<file path="src/assert_macros.svh">
// assertion helpers shared by the rtl
`ifndef ASSERT_MACROS_SVH
`define ASSERT_MACROS_SVH

// same-cycle implication, off during reset
`define MRR_ASSERT_IMPLY(label, clk, rst_n, ante, cons, msg) \
  label: assert property (@(posedge clk) disable iff (!rst_n) (ante) |-> (cons)) \
    else $error(msg);

// next-cycle implication, off during reset
`define MRR_ASSERT_NEXT(label, clk, rst_n, ante, cons, msg) \
  label: assert property (@(posedge clk) disable iff (!rst_n) (ante) |=> (cons)) \
    else $error(msg);

// next-cycle implication that also holds across reset
`define MRR_ASSERT_ALWAYS_NEXT(label, clk, ante, cons, msg) \
  label: assert property (@(posedge clk) (ante) |=> (cons)) else $error(msg);

`endif

</file>
<file path="src/mrr_pkg.sv">
// ----------------------------------------------------------------------------
// mrr_pkg
// Types, constants and the crc step for the read-registers response receiver.
// ----------------------------------------------------------------------------
package mrr_pkg;

  localparam int BUF_DEPTH          = 64;
  localparam int BUF_AW             = $clog2(BUF_DEPTH);
  localparam int MAX_BYTE_COUNT_DEF = 64;
  localparam int QUEUE_DEPTH        = 2;
  localparam int WORDS_W            = 6;
  localparam int POS_W              = 7;

  localparam logic [7:0]  FUNC_READ_REGS = 8'h03;
  localparam logic [7:0]  ADDR_RESET     = 8'd247;
  localparam logic [15:0] CRC_INIT       = 16'hFFFF;
  localparam logic [15:0] CRC_POLY       = 16'hA001;
  localparam logic [POS_W-1:0] HDR_LEN   = POS_W'(3);

  typedef enum logic [2:0] {
    ST_CONT  = 3'd0,
    ST_OK    = 3'd1,
    ST_CRC   = 3'd2,
    ST_FRAME = 3'd3,
    ST_START = 3'd4
  } status_t;

  typedef enum logic [1:0] {
    PH_IDLE    = 2'd0,
    PH_HEADER  = 2'd1,
    PH_PAYLOAD = 2'd2,
    PH_CRC     = 2'd3
  } phase_t;

  typedef enum logic [1:0] {
    BK_IDLE = 2'd0,
    BK_HI   = 2'd1,
    BK_LO   = 2'd2
  } back_state_t;

  // one queued job: a plain status result, or a word burst when nwords is nonzero
  typedef struct packed {
    status_t            status;
    logic [WORDS_W-1:0] nwords;
  } q_entry_t;

  typedef struct packed {
    logic done;
    logic active;
  } back_stat_t;

  function automatic logic [15:0] crc_feed(input logic [15:0] c, input logic [7:0] b);
    logic [15:0] x;
    x = c ^ {8'h00, b};
    for (int k = 0; k < 8; k++) begin
      x = x[0] ? ((x >> 1) ^ CRC_POLY) : (x >> 1);
    end
    return x;
  endfunction

endpackage

</file>
<file path="src/mrr_channels.sv">
// ----------------------------------------------------------------------------
// mrr channels
// Valid/ready channel bundles for input bytes, results and configuration.
// ----------------------------------------------------------------------------
interface mrr_in_if;
  logic       valid;
  logic       ready;
  logic       cmd;
  logic [7:0] rx_byte;

  modport source (output valid, output cmd, output rx_byte, input ready);
  modport sink (input valid, input cmd, input rx_byte, output ready);
endinterface

interface mrr_out_if;
  logic        valid;
  logic        ready;
  logic [2:0]  status;
  logic        word_valid;
  logic [4:0]  reg_index;
  logic [15:0] reg_word;
  logic        last;

  modport source (output valid, output status, output word_valid, output reg_index,
                  output reg_word, output last, input ready);
  modport sink (input valid, input status, input word_valid, input reg_index,
                input reg_word, input last, output ready);
endinterface

interface mrr_cfg_if;
  logic       valid;
  logic       ready;
  logic [7:0] data;

  modport source (output valid, output data, input ready);
  modport sink (input valid, input data, output ready);
endinterface

</file>
<file path="src/mrr_ram.sv">
// ----------------------------------------------------------------------------
// mrr_ram
// Generic single-write, single-read RAM with registered read data.
// ----------------------------------------------------------------------------
module mrr_ram #(
  parameter int WIDTH = 8,
  parameter int DEPTH = 64
) (
  input  logic                     clk,
  input  logic                     we,
  input  logic [$clog2(DEPTH)-1:0] waddr,
  input  logic [WIDTH-1:0]         wdata,
  input  logic                     re,
  input  logic [$clog2(DEPTH)-1:0] raddr,
  output logic [WIDTH-1:0]         rdata
);

  logic [WIDTH-1:0] mem [DEPTH];

  always_ff @(posedge clk) begin
    if (we) begin
      mem[waddr] <= wdata;
    end
    if (re) begin
      rdata <= mem[raddr];
    end
  end

endmodule

</file>
<file path="src/mrr_queue.sv">
// ----------------------------------------------------------------------------
// mrr_queue
// Short job queue between the byte front end and the result back end.
// ----------------------------------------------------------------------------
module mrr_queue (
  input  logic              clk,
  input  logic              rst_n,
  input  logic              push,
  input  mrr_pkg::q_entry_t push_data,
  input  logic              pop,
  output mrr_pkg::q_entry_t head,
  output logic              empty,
  output logic              full
);

  localparam int PW = (mrr_pkg::QUEUE_DEPTH > 1) ? $clog2(mrr_pkg::QUEUE_DEPTH) : 1;
  localparam int CW = $clog2(mrr_pkg::QUEUE_DEPTH + 1);

  mrr_pkg::q_entry_t slots [mrr_pkg::QUEUE_DEPTH];
  logic [PW-1:0] wr_ptr_r, wr_ptr_nxt;
  logic [PW-1:0] rd_ptr_r, rd_ptr_nxt;
  logic [CW-1:0] cnt_r, cnt_nxt;

  assign empty = (cnt_r == '0);
  assign full  = (cnt_r == CW'(mrr_pkg::QUEUE_DEPTH));
  assign head  = slots[rd_ptr_r];

  // pointer wrap relies on a power-of-two depth
  always_comb begin
    wr_ptr_nxt = push ? PW'(wr_ptr_r + 1'b1) : wr_ptr_r;
    rd_ptr_nxt = pop ? PW'(rd_ptr_r + 1'b1) : rd_ptr_r;
    cnt_nxt    = cnt_r;
    if (push && !pop) begin
      cnt_nxt = CW'(cnt_r + 1'b1);
    end else if (pop && !push) begin
      cnt_nxt = CW'(cnt_r - 1'b1);
    end
  end

  always_ff @(posedge clk) begin
    if (!rst_n) begin
      wr_ptr_r <= '0;
      rd_ptr_r <= '0;
      cnt_r    <= '0;
    end else begin
      wr_ptr_r <= wr_ptr_nxt;
      rd_ptr_r <= rd_ptr_nxt;
      cnt_r    <= cnt_nxt;
    end
  end

  always_ff @(posedge clk) begin
    if (push) begin
      slots[wr_ptr_r] <= push_data;
    end
  end

endmodule

</file>
<file path="src/mrr_front.sv">
// ----------------------------------------------------------------------------
// mrr_front
// Frame parser: checks header, buffers payload, runs the crc, queues jobs.
// ----------------------------------------------------------------------------
module mrr_front #(
  parameter int MAX_BYTE_COUNT = mrr_pkg::MAX_BYTE_COUNT_DEF
) (
  input  logic                       clk,
  input  logic                       rst_n,
  input  logic                       in_valid,
  input  logic                       in_cmd,
  input  logic [7:0]                 in_byte,
  output logic                       in_ready,
  input  logic [7:0]                 exp_addr,
  output logic                       push,
  output mrr_pkg::q_entry_t          push_data,
  input  logic                       q_full,
  input  mrr_pkg::back_stat_t        bstat,
  output logic                       busy,
  output logic                       ram_we,
  output logic [mrr_pkg::BUF_AW-1:0] ram_waddr,
  output logic [7:0]                 ram_wdata
);

  // byte count is legal when below this bound
  localparam int LIM_A = MAX_BYTE_COUNT - 5;
  localparam int LIM_B = (LIM_A < mrr_pkg::BUF_DEPTH + 1) ? LIM_A : mrr_pkg::BUF_DEPTH + 1;
  localparam int COUNT_LIMIT = (LIM_B > 0) ? LIM_B : 0;

  localparam int PW = mrr_pkg::POS_W;

  mrr_pkg::phase_t phase_r, phase_nxt;
  logic [PW-1:0]   pos_r, pos_nxt;
  logic [PW-1:0]   count_r, count_nxt;
  logic [15:0]     crc_r, crc_nxt;
  logic [7:0]      crc_lo_r, crc_lo_nxt;
  logic            busy_r, busy_nxt;

  logic            accept;
  logic [15:0]     crc_step;
  logic [PW:0]     pos_inc_ext;
  logic [PW:0]     end_pos_ext;
  logic [PW-1:0]   pos_inc;
  logic [PW-1:0]   pay_off;

  assign in_ready    = !q_full && !busy_r;
  assign accept      = in_valid && in_ready;
  assign busy        = busy_r;
  assign crc_step    = mrr_pkg::crc_feed(crc_r, in_byte);
  assign pos_inc     = PW'(pos_r + 1'b1);
  assign pos_inc_ext = {1'b0, pos_r} + (PW+1)'(1);
  assign end_pos_ext = {1'b0, count_r} + (PW+1)'(3);
  assign pay_off     = PW'(pos_r - mrr_pkg::HDR_LEN);
  assign ram_waddr   = pay_off[mrr_pkg::BUF_AW-1:0];
  assign ram_wdata   = in_byte;

  always_comb begin
    phase_nxt        = phase_r;
    pos_nxt          = pos_r;
    count_nxt        = count_r;
    crc_nxt          = crc_r;
    crc_lo_nxt       = crc_lo_r;
    busy_nxt         = busy_r && !bstat.done;
    push             = accept;
    push_data.status = mrr_pkg::ST_CONT;
    push_data.nwords = '0;
    ram_we           = 1'b0;

    if (accept) begin
      if (in_cmd) begin
        phase_nxt        = mrr_pkg::PH_HEADER;
        pos_nxt          = '0;
        count_nxt        = '0;
        crc_nxt          = mrr_pkg::CRC_INIT;
        crc_lo_nxt       = '0;
        push_data.status = mrr_pkg::ST_START;
      end else begin
        unique case (phase_r)
          mrr_pkg::PH_HEADER: begin
            logic hdr_ok;
            hdr_ok = 1'b0;
            if (pos_r == PW'(0)) begin
              hdr_ok = (in_byte == exp_addr);
            end else if (pos_r == PW'(1)) begin
              hdr_ok = (in_byte == mrr_pkg::FUNC_READ_REGS);
            end else begin
              hdr_ok = ({1'b0, in_byte} < 9'(COUNT_LIMIT));
              if (hdr_ok) begin
                count_nxt = in_byte[PW-1:0];
                phase_nxt = (in_byte == 8'd0) ? mrr_pkg::PH_CRC : mrr_pkg::PH_PAYLOAD;
              end
            end
            if (hdr_ok) begin
              crc_nxt = crc_step;
              pos_nxt = pos_inc;
            end else begin
              phase_nxt        = mrr_pkg::PH_IDLE;
              push_data.status = mrr_pkg::ST_FRAME;
            end
          end
          mrr_pkg::PH_PAYLOAD: begin
            ram_we  = 1'b1;
            crc_nxt = crc_step;
            pos_nxt = pos_inc;
            if (pos_inc_ext >= end_pos_ext) begin
              phase_nxt = mrr_pkg::PH_CRC;
            end
          end
          mrr_pkg::PH_CRC: begin
            pos_nxt = pos_inc;
            if ({1'b0, pos_r} == end_pos_ext) begin
              crc_lo_nxt = in_byte;
            end else begin
              phase_nxt = mrr_pkg::PH_IDLE;
              if ({in_byte, crc_lo_r} != crc_r) begin
                push_data.status = mrr_pkg::ST_CRC;
              end else begin
                // crc good: report frame ok, with the word burst for the back end if any
                push_data.status = mrr_pkg::ST_OK;
                push_data.nwords = count_r[PW-1:1];
                busy_nxt         = (count_r[PW-1:1] != '0);
              end
            end
          end
          default: begin
            push_data.status = mrr_pkg::ST_FRAME;
          end
        endcase
      end
    end
  end

  always_ff @(posedge clk) begin
    if (!rst_n) begin
      phase_r  <= mrr_pkg::PH_IDLE;
      pos_r    <= '0;
      count_r  <= '0;
      crc_r    <= mrr_pkg::CRC_INIT;
      crc_lo_r <= '0;
      busy_r   <= 1'b0;
    end else begin
      phase_r  <= phase_nxt;
      pos_r    <= pos_nxt;
      count_r  <= count_nxt;
      crc_r    <= crc_nxt;
      crc_lo_r <= crc_lo_nxt;
      busy_r   <= busy_nxt;
    end
  end

endmodule

</file>
<file path="src/mrr_back.sv">
// ----------------------------------------------------------------------------
// mrr_back
// Result sequencer: emits queued status results and reads out word bursts.
// ----------------------------------------------------------------------------
module mrr_back (
  input  logic                       clk,
  input  logic                       rst_n,
  input  mrr_pkg::q_entry_t          head,
  input  logic                       q_empty,
  output logic                       pop,
  output logic                       ram_re,
  output logic [mrr_pkg::BUF_AW-1:0] ram_raddr,
  input  logic [7:0]                 ram_rdata,
  output mrr_pkg::back_stat_t        bstat,
  output logic                       out_valid,
  input  logic                       out_ready,
  output logic [2:0]                 out_status,
  output logic                       out_word_valid,
  output logic [4:0]                 out_reg_index,
  output logic [15:0]                out_reg_word,
  output logic                       out_last
);

  localparam int WW = mrr_pkg::WORDS_W;

  mrr_pkg::back_state_t state_r, state_nxt;
  logic [WW-1:0] words_r, words_nxt;
  logic [4:0]    k_r, k_nxt;
  logic [7:0]    hi_r, hi_nxt;

  logic          valid_r, valid_nxt;
  logic [2:0]    status_r, status_nxt;
  logic          wv_r, wv_nxt;
  logic [4:0]    idx_r, idx_nxt;
  logic [15:0]   word_r, word_nxt;
  logic          last_r, last_nxt;

  logic          out_free;
  logic          last_word;

  assign out_free  = !valid_r || out_ready;
  assign last_word = ({1'b0, k_r} + WW'(1)) == words_r;

  assign out_valid      = valid_r;
  assign out_status     = status_r;
  assign out_word_valid = wv_r;
  assign out_reg_index  = idx_r;
  assign out_reg_word   = word_r;
  assign out_last       = last_r;

  always_comb begin
    state_nxt    = state_r;
    words_nxt    = words_r;
    k_nxt        = k_r;
    hi_nxt       = hi_r;
    valid_nxt    = valid_r && !out_ready;
    status_nxt   = status_r;
    wv_nxt       = wv_r;
    idx_nxt      = idx_r;
    word_nxt     = word_r;
    last_nxt     = last_r;
    pop          = 1'b0;
    ram_re       = 1'b0;
    ram_raddr    = '0;
    bstat.done   = 1'b0;
    bstat.active = (state_r != mrr_pkg::BK_IDLE);

    unique case (state_r)
      mrr_pkg::BK_IDLE: begin
        if (!q_empty && out_free) begin
          pop = 1'b1;
          if (head.nwords == '0) begin
            valid_nxt  = 1'b1;
            status_nxt = head.status;
            wv_nxt     = 1'b0;
            idx_nxt    = '0;
            word_nxt   = '0;
            last_nxt   = 1'b1;
          end else begin
            words_nxt = head.nwords;
            k_nxt     = '0;
            ram_re    = 1'b1;
            state_nxt = mrr_pkg::BK_HI;
          end
        end
      end
      mrr_pkg::BK_HI: begin
        hi_nxt    = ram_rdata;
        ram_re    = 1'b1;
        ram_raddr = {k_r, 1'b1};
        state_nxt = mrr_pkg::BK_LO;
      end
      mrr_pkg::BK_LO: begin
        // read data holds while the output register is still occupied
        if (out_free) begin
          valid_nxt  = 1'b1;
          status_nxt = mrr_pkg::ST_OK;
          wv_nxt     = 1'b1;
          idx_nxt    = k_r;
          word_nxt   = {hi_r, ram_rdata};
          last_nxt   = last_word;
          if (last_word) begin
            bstat.done = 1'b1;
            state_nxt  = mrr_pkg::BK_IDLE;
          end else begin
            k_nxt     = k_r + 5'd1;
            ram_re    = 1'b1;
            ram_raddr = {k_r + 5'd1, 1'b0};
            state_nxt = mrr_pkg::BK_HI;
          end
        end
      end
      default: begin
        state_nxt = mrr_pkg::BK_IDLE;
      end
    endcase
  end

  always_ff @(posedge clk) begin
    if (!rst_n) begin
      state_r <= mrr_pkg::BK_IDLE;
      valid_r <= 1'b0;
    end else begin
      state_r <= state_nxt;
      valid_r <= valid_nxt;
    end
  end

  always_ff @(posedge clk) begin
    words_r  <= words_nxt;
    k_r      <= k_nxt;
    hi_r     <= hi_nxt;
    status_r <= status_nxt;
    wv_r     <= wv_nxt;
    idx_r    <= idx_nxt;
    word_r   <= word_nxt;
    last_r   <= last_nxt;
  end

endmodule

</file>
<file path="src/modbus_read_response_receiver.sv">
// ----------------------------------------------------------------------------
// modbus_read_response_receiver
// Checks one read-registers response frame byte by byte and emits its words.
// ----------------------------------------------------------------------------
// Usage:
//   in_ch  : one item per serial byte; cmd=1 opens a new frame (status started).
//   out_ch : one result per byte, or on a good frame one result per register
//            word (big-endian, indexed from 0), the final one with last set.
//   cfg_ch : writes the expected slave address, always ready; write it only
//            while no item is in flight.
// Path: a status result goes through the job queue to the result register;
//   each word of a good frame is read from the buffer in BK_HI, then BK_LO.
// Throughput: one byte per cycle while the result side keeps up; after the
//   final crc byte of a good frame the input stalls for the word burst, which
//   reads each word's two bytes in turn from the buffer's single read port.
// Reset: no frame open, address register 247, output channel empty. The
//   payload buffer is not cleared; only bytes of the current frame are read.
// Output stall: the result register holds; the job queue fills and then
//   in_ch.ready drops until results are taken again.
module modbus_read_response_receiver #(
  parameter int MAX_BYTE_COUNT = mrr_pkg::MAX_BYTE_COUNT_DEF
) (
  input logic         clk,
  input logic         rst_n,
  mrr_in_if.sink      in_ch,
  mrr_out_if.source   out_ch,
  mrr_cfg_if.sink     cfg_ch
);

  `include "assert_macros.svh"

  logic [7:0]                 addr_r;
  logic                       push;
  logic                       pop;
  logic                       q_empty;
  logic                       q_full;
  logic                       busy;
  mrr_pkg::q_entry_t          push_data;
  mrr_pkg::q_entry_t          head;
  mrr_pkg::back_stat_t        bstat;
  logic                       ram_we;
  logic [mrr_pkg::BUF_AW-1:0] ram_waddr;
  logic [7:0]                 ram_wdata;
  logic                       ram_re;
  logic [mrr_pkg::BUF_AW-1:0] ram_raddr;
  logic [7:0]                 ram_rdata;

  assign cfg_ch.ready = 1'b1;

  always_ff @(posedge clk) begin
    if (!rst_n) begin
      addr_r <= mrr_pkg::ADDR_RESET;
    end else if (cfg_ch.valid) begin
      addr_r <= cfg_ch.data;
    end
  end

  mrr_front #(
    .MAX_BYTE_COUNT(MAX_BYTE_COUNT)
  ) u_front (
    .clk       (clk),
    .rst_n     (rst_n),
    .in_valid  (in_ch.valid),
    .in_cmd    (in_ch.cmd),
    .in_byte   (in_ch.rx_byte),
    .in_ready  (in_ch.ready),
    .exp_addr  (addr_r),
    .push      (push),
    .push_data (push_data),
    .q_full    (q_full),
    .bstat     (bstat),
    .busy      (busy),
    .ram_we    (ram_we),
    .ram_waddr (ram_waddr),
    .ram_wdata (ram_wdata)
  );

  mrr_queue u_queue (
    .clk       (clk),
    .rst_n     (rst_n),
    .push      (push),
    .push_data (push_data),
    .pop       (pop),
    .head      (head),
    .empty     (q_empty),
    .full      (q_full)
  );

  mrr_ram #(
    .WIDTH(8),
    .DEPTH(mrr_pkg::BUF_DEPTH)
  ) u_buf (
    .clk   (clk),
    .we    (ram_we),
    .waddr (ram_waddr),
    .wdata (ram_wdata),
    .re    (ram_re),
    .raddr (ram_raddr),
    .rdata (ram_rdata)
  );

  mrr_back u_back (
    .clk            (clk),
    .rst_n          (rst_n),
    .head           (head),
    .q_empty        (q_empty),
    .pop            (pop),
    .ram_re         (ram_re),
    .ram_raddr      (ram_raddr),
    .ram_rdata      (ram_rdata),
    .bstat          (bstat),
    .out_valid      (out_ch.valid),
    .out_ready      (out_ch.ready),
    .out_status     (out_ch.status),
    .out_word_valid (out_ch.word_valid),
    .out_reg_index  (out_ch.reg_index),
    .out_reg_word   (out_ch.reg_word),
    .out_last       (out_ch.last)
  );

  // a word burst runs only while the front end holds off new bytes
  `MRR_ASSERT_IMPLY(a_burst_blocks_input, clk, rst_n, bstat.active, busy && !in_ch.ready,
                    "word burst active while input is open")
  // never queue into a full queue
  `MRR_ASSERT_IMPLY(a_no_push_full, clk, rst_n, push, !q_full || pop,
                    "job pushed into full queue")
  // word results always report frame ok
  `MRR_ASSERT_IMPLY(a_word_status, clk, rst_n, out_ch.valid && out_ch.word_valid,
                    out_ch.status == 3'(mrr_pkg::ST_OK), "word result without frame ok")
  // reset empties the result channel
  `MRR_ASSERT_ALWAYS_NEXT(a_reset_out, clk, !rst_n, !out_ch.valid,
                          "result valid after reset")

endmodule

</file>
<file path="src/flat_wrapper.sv">
// flat-port wrapper written by rule: the top's interface ports become plain ports
module modbus_read_response_receiver_flat 
#(
  parameter int MAX_BYTE_COUNT = mrr_pkg::MAX_BYTE_COUNT_DEF
)
  (clk, rst_n, in_ch_valid, in_ch_cmd, in_ch_rx_byte, in_ch_ready, out_ch_valid, out_ch_status, out_ch_word_valid, out_ch_reg_index, out_ch_reg_word, out_ch_last, out_ch_ready, cfg_ch_valid, cfg_ch_data, cfg_ch_ready);
  mrr_in_if in_ch_i ();
  mrr_out_if out_ch_i ();
  mrr_cfg_if cfg_ch_i ();
  input logic clk;
  input logic rst_n;
  input wire logic [$bits(in_ch_i.valid)-1:0] in_ch_valid;
  input wire logic [$bits(in_ch_i.cmd)-1:0] in_ch_cmd;
  input wire logic [$bits(in_ch_i.rx_byte)-1:0] in_ch_rx_byte;
  output wire logic [$bits(in_ch_i.ready)-1:0] in_ch_ready;
  output wire logic [$bits(out_ch_i.valid)-1:0] out_ch_valid;
  output wire logic [$bits(out_ch_i.status)-1:0] out_ch_status;
  output wire logic [$bits(out_ch_i.word_valid)-1:0] out_ch_word_valid;
  output wire logic [$bits(out_ch_i.reg_index)-1:0] out_ch_reg_index;
  output wire logic [$bits(out_ch_i.reg_word)-1:0] out_ch_reg_word;
  output wire logic [$bits(out_ch_i.last)-1:0] out_ch_last;
  input wire logic [$bits(out_ch_i.ready)-1:0] out_ch_ready;
  input wire logic [$bits(cfg_ch_i.valid)-1:0] cfg_ch_valid;
  input wire logic [$bits(cfg_ch_i.data)-1:0] cfg_ch_data;
  output wire logic [$bits(cfg_ch_i.ready)-1:0] cfg_ch_ready;
  assign in_ch_i.valid = in_ch_valid;
  assign in_ch_i.cmd = in_ch_cmd;
  assign in_ch_i.rx_byte = in_ch_rx_byte;
  assign in_ch_ready = in_ch_i.ready;
  assign out_ch_valid = out_ch_i.valid;
  assign out_ch_status = out_ch_i.status;
  assign out_ch_word_valid = out_ch_i.word_valid;
  assign out_ch_reg_index = out_ch_i.reg_index;
  assign out_ch_reg_word = out_ch_i.reg_word;
  assign out_ch_last = out_ch_i.last;
  assign out_ch_i.ready = out_ch_ready;
  assign cfg_ch_i.valid = cfg_ch_valid;
  assign cfg_ch_i.data = cfg_ch_data;
  assign cfg_ch_ready = cfg_ch_i.ready;
  modbus_read_response_receiver #(.MAX_BYTE_COUNT(MAX_BYTE_COUNT)) u_core (.clk(clk), .rst_n(rst_n), .in_ch(in_ch_i), .out_ch(out_ch_i), .cfg_ch(cfg_ch_i));
endmodule
</file>
<file path="config.mk">
export PLATFORM = sky130hd
export DESIGN_NAME = modbus_read_response_receiver_flat
export DESIGN_NICKNAME = d
export VERILOG_FILES = /design/src/mrr_pkg.sv /design/src/mrr_channels.sv /design/src/mrr_ram.sv /design/src/mrr_queue.sv /design/src/mrr_front.sv /design/src/mrr_back.sv /design/src/modbus_read_response_receiver.sv /design/src/flat_wrapper.sv
export VERILOG_INCLUDE_DIRS = /design/src /design/src/src
export SDC_FILE = /design/constraint.sdc
export NUM_CORES = 1
export LEC_CHECK = 0
export BUFFER_PORTS_ARGS = -buffer_cell sky130_fd_sc_hd__buf_4
export CAP_MARGIN = 10
export CELL_PAD_IN_SITES_DETAIL_PLACEMENT = 0
export CELL_PAD_IN_SITES_GLOBAL_PLACEMENT = 2
export CORE_MARGIN = 4
export CORE_UTILIZATION = 48
export DETAILED_ROUTE_END_ITERATION = 8
export GPL_ROUTABILITY_DRIVEN = 0
export PLACE_DENSITY_LB_ADDON = 0.1
export SETUP_SLACK_MARGIN = 0.05
export SLEW_MARGIN = 20
export SYNTH_ARGS = -nofsm -noshare
export SYNTH_HDL_FRONTEND = slang
export SYNTH_SLANG_ARGS = --single-unit
</file>
<file path="constraint.sdc">
create_clock -name clk -period 8.5 [get_ports clk]
set_clock_uncertainty 0.15 [all_clocks]
set_input_delay 0.425 -clock clk [delete_from_list [all_inputs] [get_ports clk]]
set_output_delay 0.425 -clock clk [all_outputs]
set_load 0.01 [all_outputs]
</file>
Word level (Yosys, flattened, before mapping)
Memory sizes are Yosys's and may differ from the RTL's. A register that Yosys moved wholly into a read port is not among the register bits. Index checks and enable logic that the tools add are counted.

Register bits: 101. Bits in writable memories: 530. Input bits: 22. Output and inout port bits: 29. Logic and storage cells: 218. Memories kept: 2.

Memories: u_core.u_buf.mem (depth 64, bits a word 8, rd ports 1, clocked after Yosys merged registers in 1, wr ports 1, RTL line mrr_ram.sv:18) `logic [WIDTH-1:0] mem [DEPTH];`; u_core.u_queue.slots (depth 2, bits a word 9, rd ports 1, clocked after Yosys merged registers in 1, wr ports 1, RTL line mrr_queue.sv:19) `mrr_pkg::q_entry_t slots [mrr_pkg::QUEUE_DEPTH];`.

Add/subtract/negate cells: 10. Magnitude comparators: 2. Equal/unequal tests: 25. Muxes and demuxes: 108. Bitwise gates (word level): 10. Reductions and logical operators: 41.

Operators by type and width (number): 16-bit 2-to-1 mux (13); 16-bit case mux with 2 select lines (2); 7-bit 2-to-1 mux (7); 1-bit 2-to-1 mux (39); 5-bit 2-to-1 mux (7); 6-bit 2-to-1 mux (5); 2-bit 2-to-1 mux (14); 8-bit 2-to-1 mux (3); 2-bit NOT with 3-bit output (8); 5-bit case mux with 2 select lines (2); 9-bit 2-to-1 mux (2); 16-bit inequality test (1); 16-bit by 8-bit XOR with 16-bit output (1); 3-bit AND reduction (5); 2-bit inequality test, second input constant (7); 7-bit case mux with 2 select lines (1); 3-bit 2-to-1 mux (4); 4-bit inequality test, second input constant (3); 2-bit case mux with 3 select lines (2); 6-bit case mux with 2 select lines (1); 2-bit nonzero test (6); 5-bit AND reduction (2); 3-bit inequality test, second input constant (3); 3-bit case mux with 3 select lines (1); 35 further kinds (57).

Logic depth before layout (Yosys ltp)
Word-level depth: 20. Mapped depth: 14. Mapped depth without buffers: 12.

By module
Synthesis repeated with hierarchy kept, for this count alone.

Cells, all modules: 1585. Area total of the unflattened synthesis: 26835.7 sq um.

By module, submodules not included: mrr_ram (instances 1, cells each 972, area each 20270.7 sq um, seq. area each 15615.0 sq um); mrr_front (instances 1, cells each 364, area each 3214.3 sq um, seq. area each 820.8 sq um); mrr_back (instances 1, cells each 171, area each 2185.8 sq um, seq. area each 1411.4 sq um); mrr_queue (instances 1, cells each 50, area each 865.8 sq um, seq. area each 640.6 sq um); modbus_read_response_receiver (instances 1, cells each 28, area each 299.0 sq um, seq. area each 160.2 sq um).

Least setup slack after synthesis
OpenSTA, ideal clock, no wires.

Path kind: reg-to-reg. Start: reg with a tool-made name. End: reg u_core.u_back.last_r (netlist: u_core.u_back.out_last) (enable). Setup time: 418 ps. Data arrival time: 3034 ps. Required time: 7932 ps. Setup slack: 4898 ps. Stages on the path, launching flop included: 7. Buffers on the path: 1. Period minus slack after synthesis: 3602 ps. Path through: dfxtp_1 clkbuf_1 mux2_2 nor4_1 nor3b_1 nand2_1 a21oi_1.

RTL lines: end signal: assignment (RTL line mrr_back.sv:137) `last_r <= last_nxt;`; end: declaration (RTL line mrr_back.sv:36) `logic last_r, last_nxt;`.

Final worst setup path
Start: reg u_core.u_back.state_r[0]. End: reg u_core.u_buf.rdata[7], read port of u_core.u_buf.mem (data pin).

Word-level cells in the longest chain between the ends: 2. Elaborated cells between the ends (all ways): 5. Those cells by class: eq/ne: 2; mux: 2; reduce/logical: 1.

Ends and longest elaborated chain: start: declaration (RTL line mrr_back.sv:26) `mrr_pkg::back_state_t state_r, state_nxt;`; start signal: assignment (RTL line mrr_back.sv:121) `state_r <= mrr_pkg::BK_IDLE;`; start signal: assignment (RTL line mrr_back.sv:124) `state_r <= state_nxt;`; 2-bit equality test (tied with other cells) (RTL line mrr_back.sv:68) `unique case (state_r)`; 1-bit case mux with 3 select lines / 6-bit case mux with 2 select lines (equally long branches) (RTL line mrr_back.sv:68); end: declaration (RTL line mrr_ram.sv:15) `output logic [WIDTH-1:0] rdata`.

Several ways; a longest one is shown, not always the timed one. A chain may end at the register's enable or synchronous reset.

==> impl_metrics.toml <==
[outcome]
outcome = "complete, no violations"

[timing]
whs_ns = 0.0471
finalSetupTns_ns = 0
rsz0062_at_grt = "no"
fmax_ghz = 0.189
relSlewSlack_pct = 24.5
report.final.slew_viol_count = 0
worst_slew_pin_slew_ns = 1.13
period_share_pct = 62.1
period_needed_ns = 5.28
setup_viol = 0
finalHoldViolations = 0

[critical_path]
path_cells = "inv_1 -> ha_1 -> nand2_1 -> nor3b_1 -> o21ai_2 -> nand2_8 -> buf_4 -> mux2i_1 -> a32o_1 -> o2bb2ai_1 -> nor3_1 -> and4b_1"
worst_path_max_delay_cell = "ha_1"
critical_path_class = "flop to flop"
startpoint_type = "flop"
cp_top_family = "simple AND/OR/NAND/NOR gates"
cp.required_ns = 8.82
worstSetupEndpointType = "flop"
crit_arrival_ns = 5.60
slowest_delay_ns = 0.81
worstPathMaxFanout = 111
critical_path_buf_inv_count = 2

[placed_design]
io_buffers = 49
dp_hpwl_um = 46600
placed_cells = 2744

[floorplanning]
num_rows = 86
dieHeight_um = 244
core-area_sq_um = 55200
die_w_um = 244
dieArea_sq_um = 59700
io_pins = 51
initial_utilization_pct = 48.6

[route]
wire_per_inst_um = 25.8
final_antenna_net_count = 0
vias = 16800
drc_errors = 0
wl_um = 74400
routed_via_density = 5.82
dr.first_iter.drc_count = 1584
drtPass1Iterations = 6

[logic_synthesis]
synth_edf_count = 583
synth_nets = 2074
synth_fa_ha_area_share_pct = 1.07
synth_top_family_by_area = "simple AND/OR/NAND/NOR gates"
synth_compound_area_share_pct = 6.58
synth_area_sq_um = 26800
synth_warnings = 0
syn-instance-count = 2029
syn_area_per_cell_sq_um = 13.2
async_reset_ff_share_pct = 0
synth_cell_types = 73
ys_seq_area_share_pct = 69.5
synth_mux_area_share_pct = 4.22
synthXorXnorAreaFrac_pct = 2.56
synth_simple_gate_area_share_pct = 13.7
synthFlopType = "edfxtp_1"
ys_ff_latch = 640

[power_and_ir_drop]
p_sw_w = 0.00239
seq_power_share_pct = 45.4
irDropWorstVdd_v = 0.000198
clock_power_share_pct = 36.0
leakagePower_nw = 9.85
power_density_nw_per_um2 = 272
power_frac_comb_pct = 18.6
p_int_w = 0.00584
swShare_pct = 29.0

[finish]
area_delta_synth_final_pct = 12.8
nFillCells = 4603
drive_above_1_share_pct = 10.6
diodes = 0
fin_cells = 2889
nNetsFinal = 2133

[clock_tree]
cts_root_buffer = "clkbuf_16"
clkSinkCount = 640
clock_insertion_delay_worst_skew_ns = 0.61
cts_tree = "built"
postCtsSetupBuffers = 0
clk_path_buf_depth = 3
htreeDepth = 3
path_clk_slew_ns = 0.06
numCtsBuffers = 68

[grt]
grt_pass1_wl_um = 110000
grtUsageTotal_pct = 24.7
grt_pass1_vias = 16500
antenna_found_initial = 5
grt-ovfl-total = 0
grt_max_degree = 112

[job]
max_cap_viol_count = 0

[worst_hold_path]
hp-class = "input pin to flop"
-- metal layers --
| layer | up-vias | GRT usage (%) | share of wire [%] |
|---|---|---|---|
| met1 | 8538 | 35.4 | 45 |
| met3 | 95 | 3.94 | 5.7 |
| li1 | 7677 | - | - |
| met2 | 506 | 39.9 | 47 |
| met5 | - | 0 | 0.048 |
| met4 | 6 | 6.26 | 2.1 |
-- cells by family after synthesis --
logic type / after synthesis
muxes: 109
adders and majority gates: 23
xor gates and xnor gates: 75
AOI/OAI and AO/OA: 248
buffers and inverters: 132
other: 1
DFF: 640
and+or+nand+nor: 801
-- synth_stat cells, drive strengths merged, types with 40 or more instances --
cell    count  share of area, %
edfxtp    583                65
dfxtp      57               4.3
buf        63               1.4
nand3      99               1.9
clkbuf     47              0.66
nand2     345               4.8
nor2      177               2.5
a32oi      50               1.6
mux2i      77               2.9
and2       40              0.93
o21ai      49              0.94
-- final timing paths --
| check | startpoint | to | slack, ns | cells after the start |
|---|---|---|---|---|
| max | u_core.u_back.state_r[0] | u_core.u_buf.rdata[7] | 3.22 | 12 |
| min | in_ch_rx_byte[2] | u_core.u_front.crc_lo_r[2] | 0.05 | 3 |
| max reg2reg | u_core.u_back.state_r[0] | u_core.u_buf.rdata[7] | 3.22 | 12 |
| min reg2reg | u_core.u_front.crc_lo_r[4] | u_core.u_front.crc_lo_r[4] | 0.32 | 2 |
-- sequential cells by signal (all words and copies together) (netlist names), 2 cells and up, named ones only --
register and cells:
u_core.addr_r 8, u_core.u_back.hi_r 8, u_core.u_back.k_r 5, u_core.u_back.out_reg_index 5, u_core.u_back.out_reg_word 16, u_core.u_back.out_status 3, u_core.u_back.state_r 2, u_core.u_back.words_r 6
u_core.u_buf.mem 512, u_core.u_buf.rdata 8, u_core.u_front.count_r 7, u_core.u_front.crc_lo_r 8, u_core.u_front.crc_r 16, u_core.u_front.phase_r 2, u_core.u_front.pos_r 7, u_core.u_queue.cnt_r 2
u_core.u_queue.slots 18
-- worst register-to-register path: stages, from the launching register on --
cell	delay (ns)
dfxtp_1	0.34
inv_1	0.11
ha_1	0.81
nand2_1	0.42
nor3b_1	0.33
o21ai_2	0.21
nand2_8	0.53
buf_4	0.80
mux2i_1	0.19
a32o_1	0.29
o2bb2ai_1	0.12
nor3_1	0.60
and4b_1	0.28
-- power groups by stage --
stage	clock network, W	registers [W]	logic, W
finish	0.00296	0.00373	0.00153
global route	0.00315	0.00375	0.00165
CTS	0.00302	0.00374	0.00153
detailed placement	0	0.00380	0.00152
global placement	0	0.00380	0.00151
floorplan	0	0.00371	0.00102
-- layout by cell type, fill, tap and decap left out, drive strengths merged, types with 40 or more instances in the layout --
cell    count
a32oi      50
and2       40
buf        77
clkbuf     94
dfxtp      57
edfxtp    583
mux2i      77
nand2     345
nand3      99
nor2      177
o21ai      49
-- layout make-up --
cell class                      instances  area [sq um]  area share (%)
Clock buffer                           94          1890            6.26
Clock inverter                         29           322            1.06
Inverter                               22          82.6           0.273
Multi-Input combinational cell       1257          7590            25.1
Sequential cell                       640         18600            61.6
Tap cell                              748           936            3.09
Timing Repair Buffer                   99           798            2.64
-- per-stage QoR --
stage | setup WS [ns] | util, % | total power [W] | cell area [sq um]
after global placement | 3.33 | 50.4 | 0.00532 | 27800
after CTS | 3.24 | 54.8 | 0.00829 | 30300
after floorplan | 4.90 | - | 0.00473 | 26800
final | 3.22 | 54.8 | 0.00823 | 30300
after global routing | 2.86 | 54.8 | 0.00854 | 30300
after detailed placement | 3.25 | 50.4 | 0.00532 | 27800
-- what timing repair did --
item,in CTS,in global routing
hold buffers,22,0
endpoints found under the hold margin,22,0
gates resized for setup,0,0
Note: power is estimated with default switching activity, not from simulation.
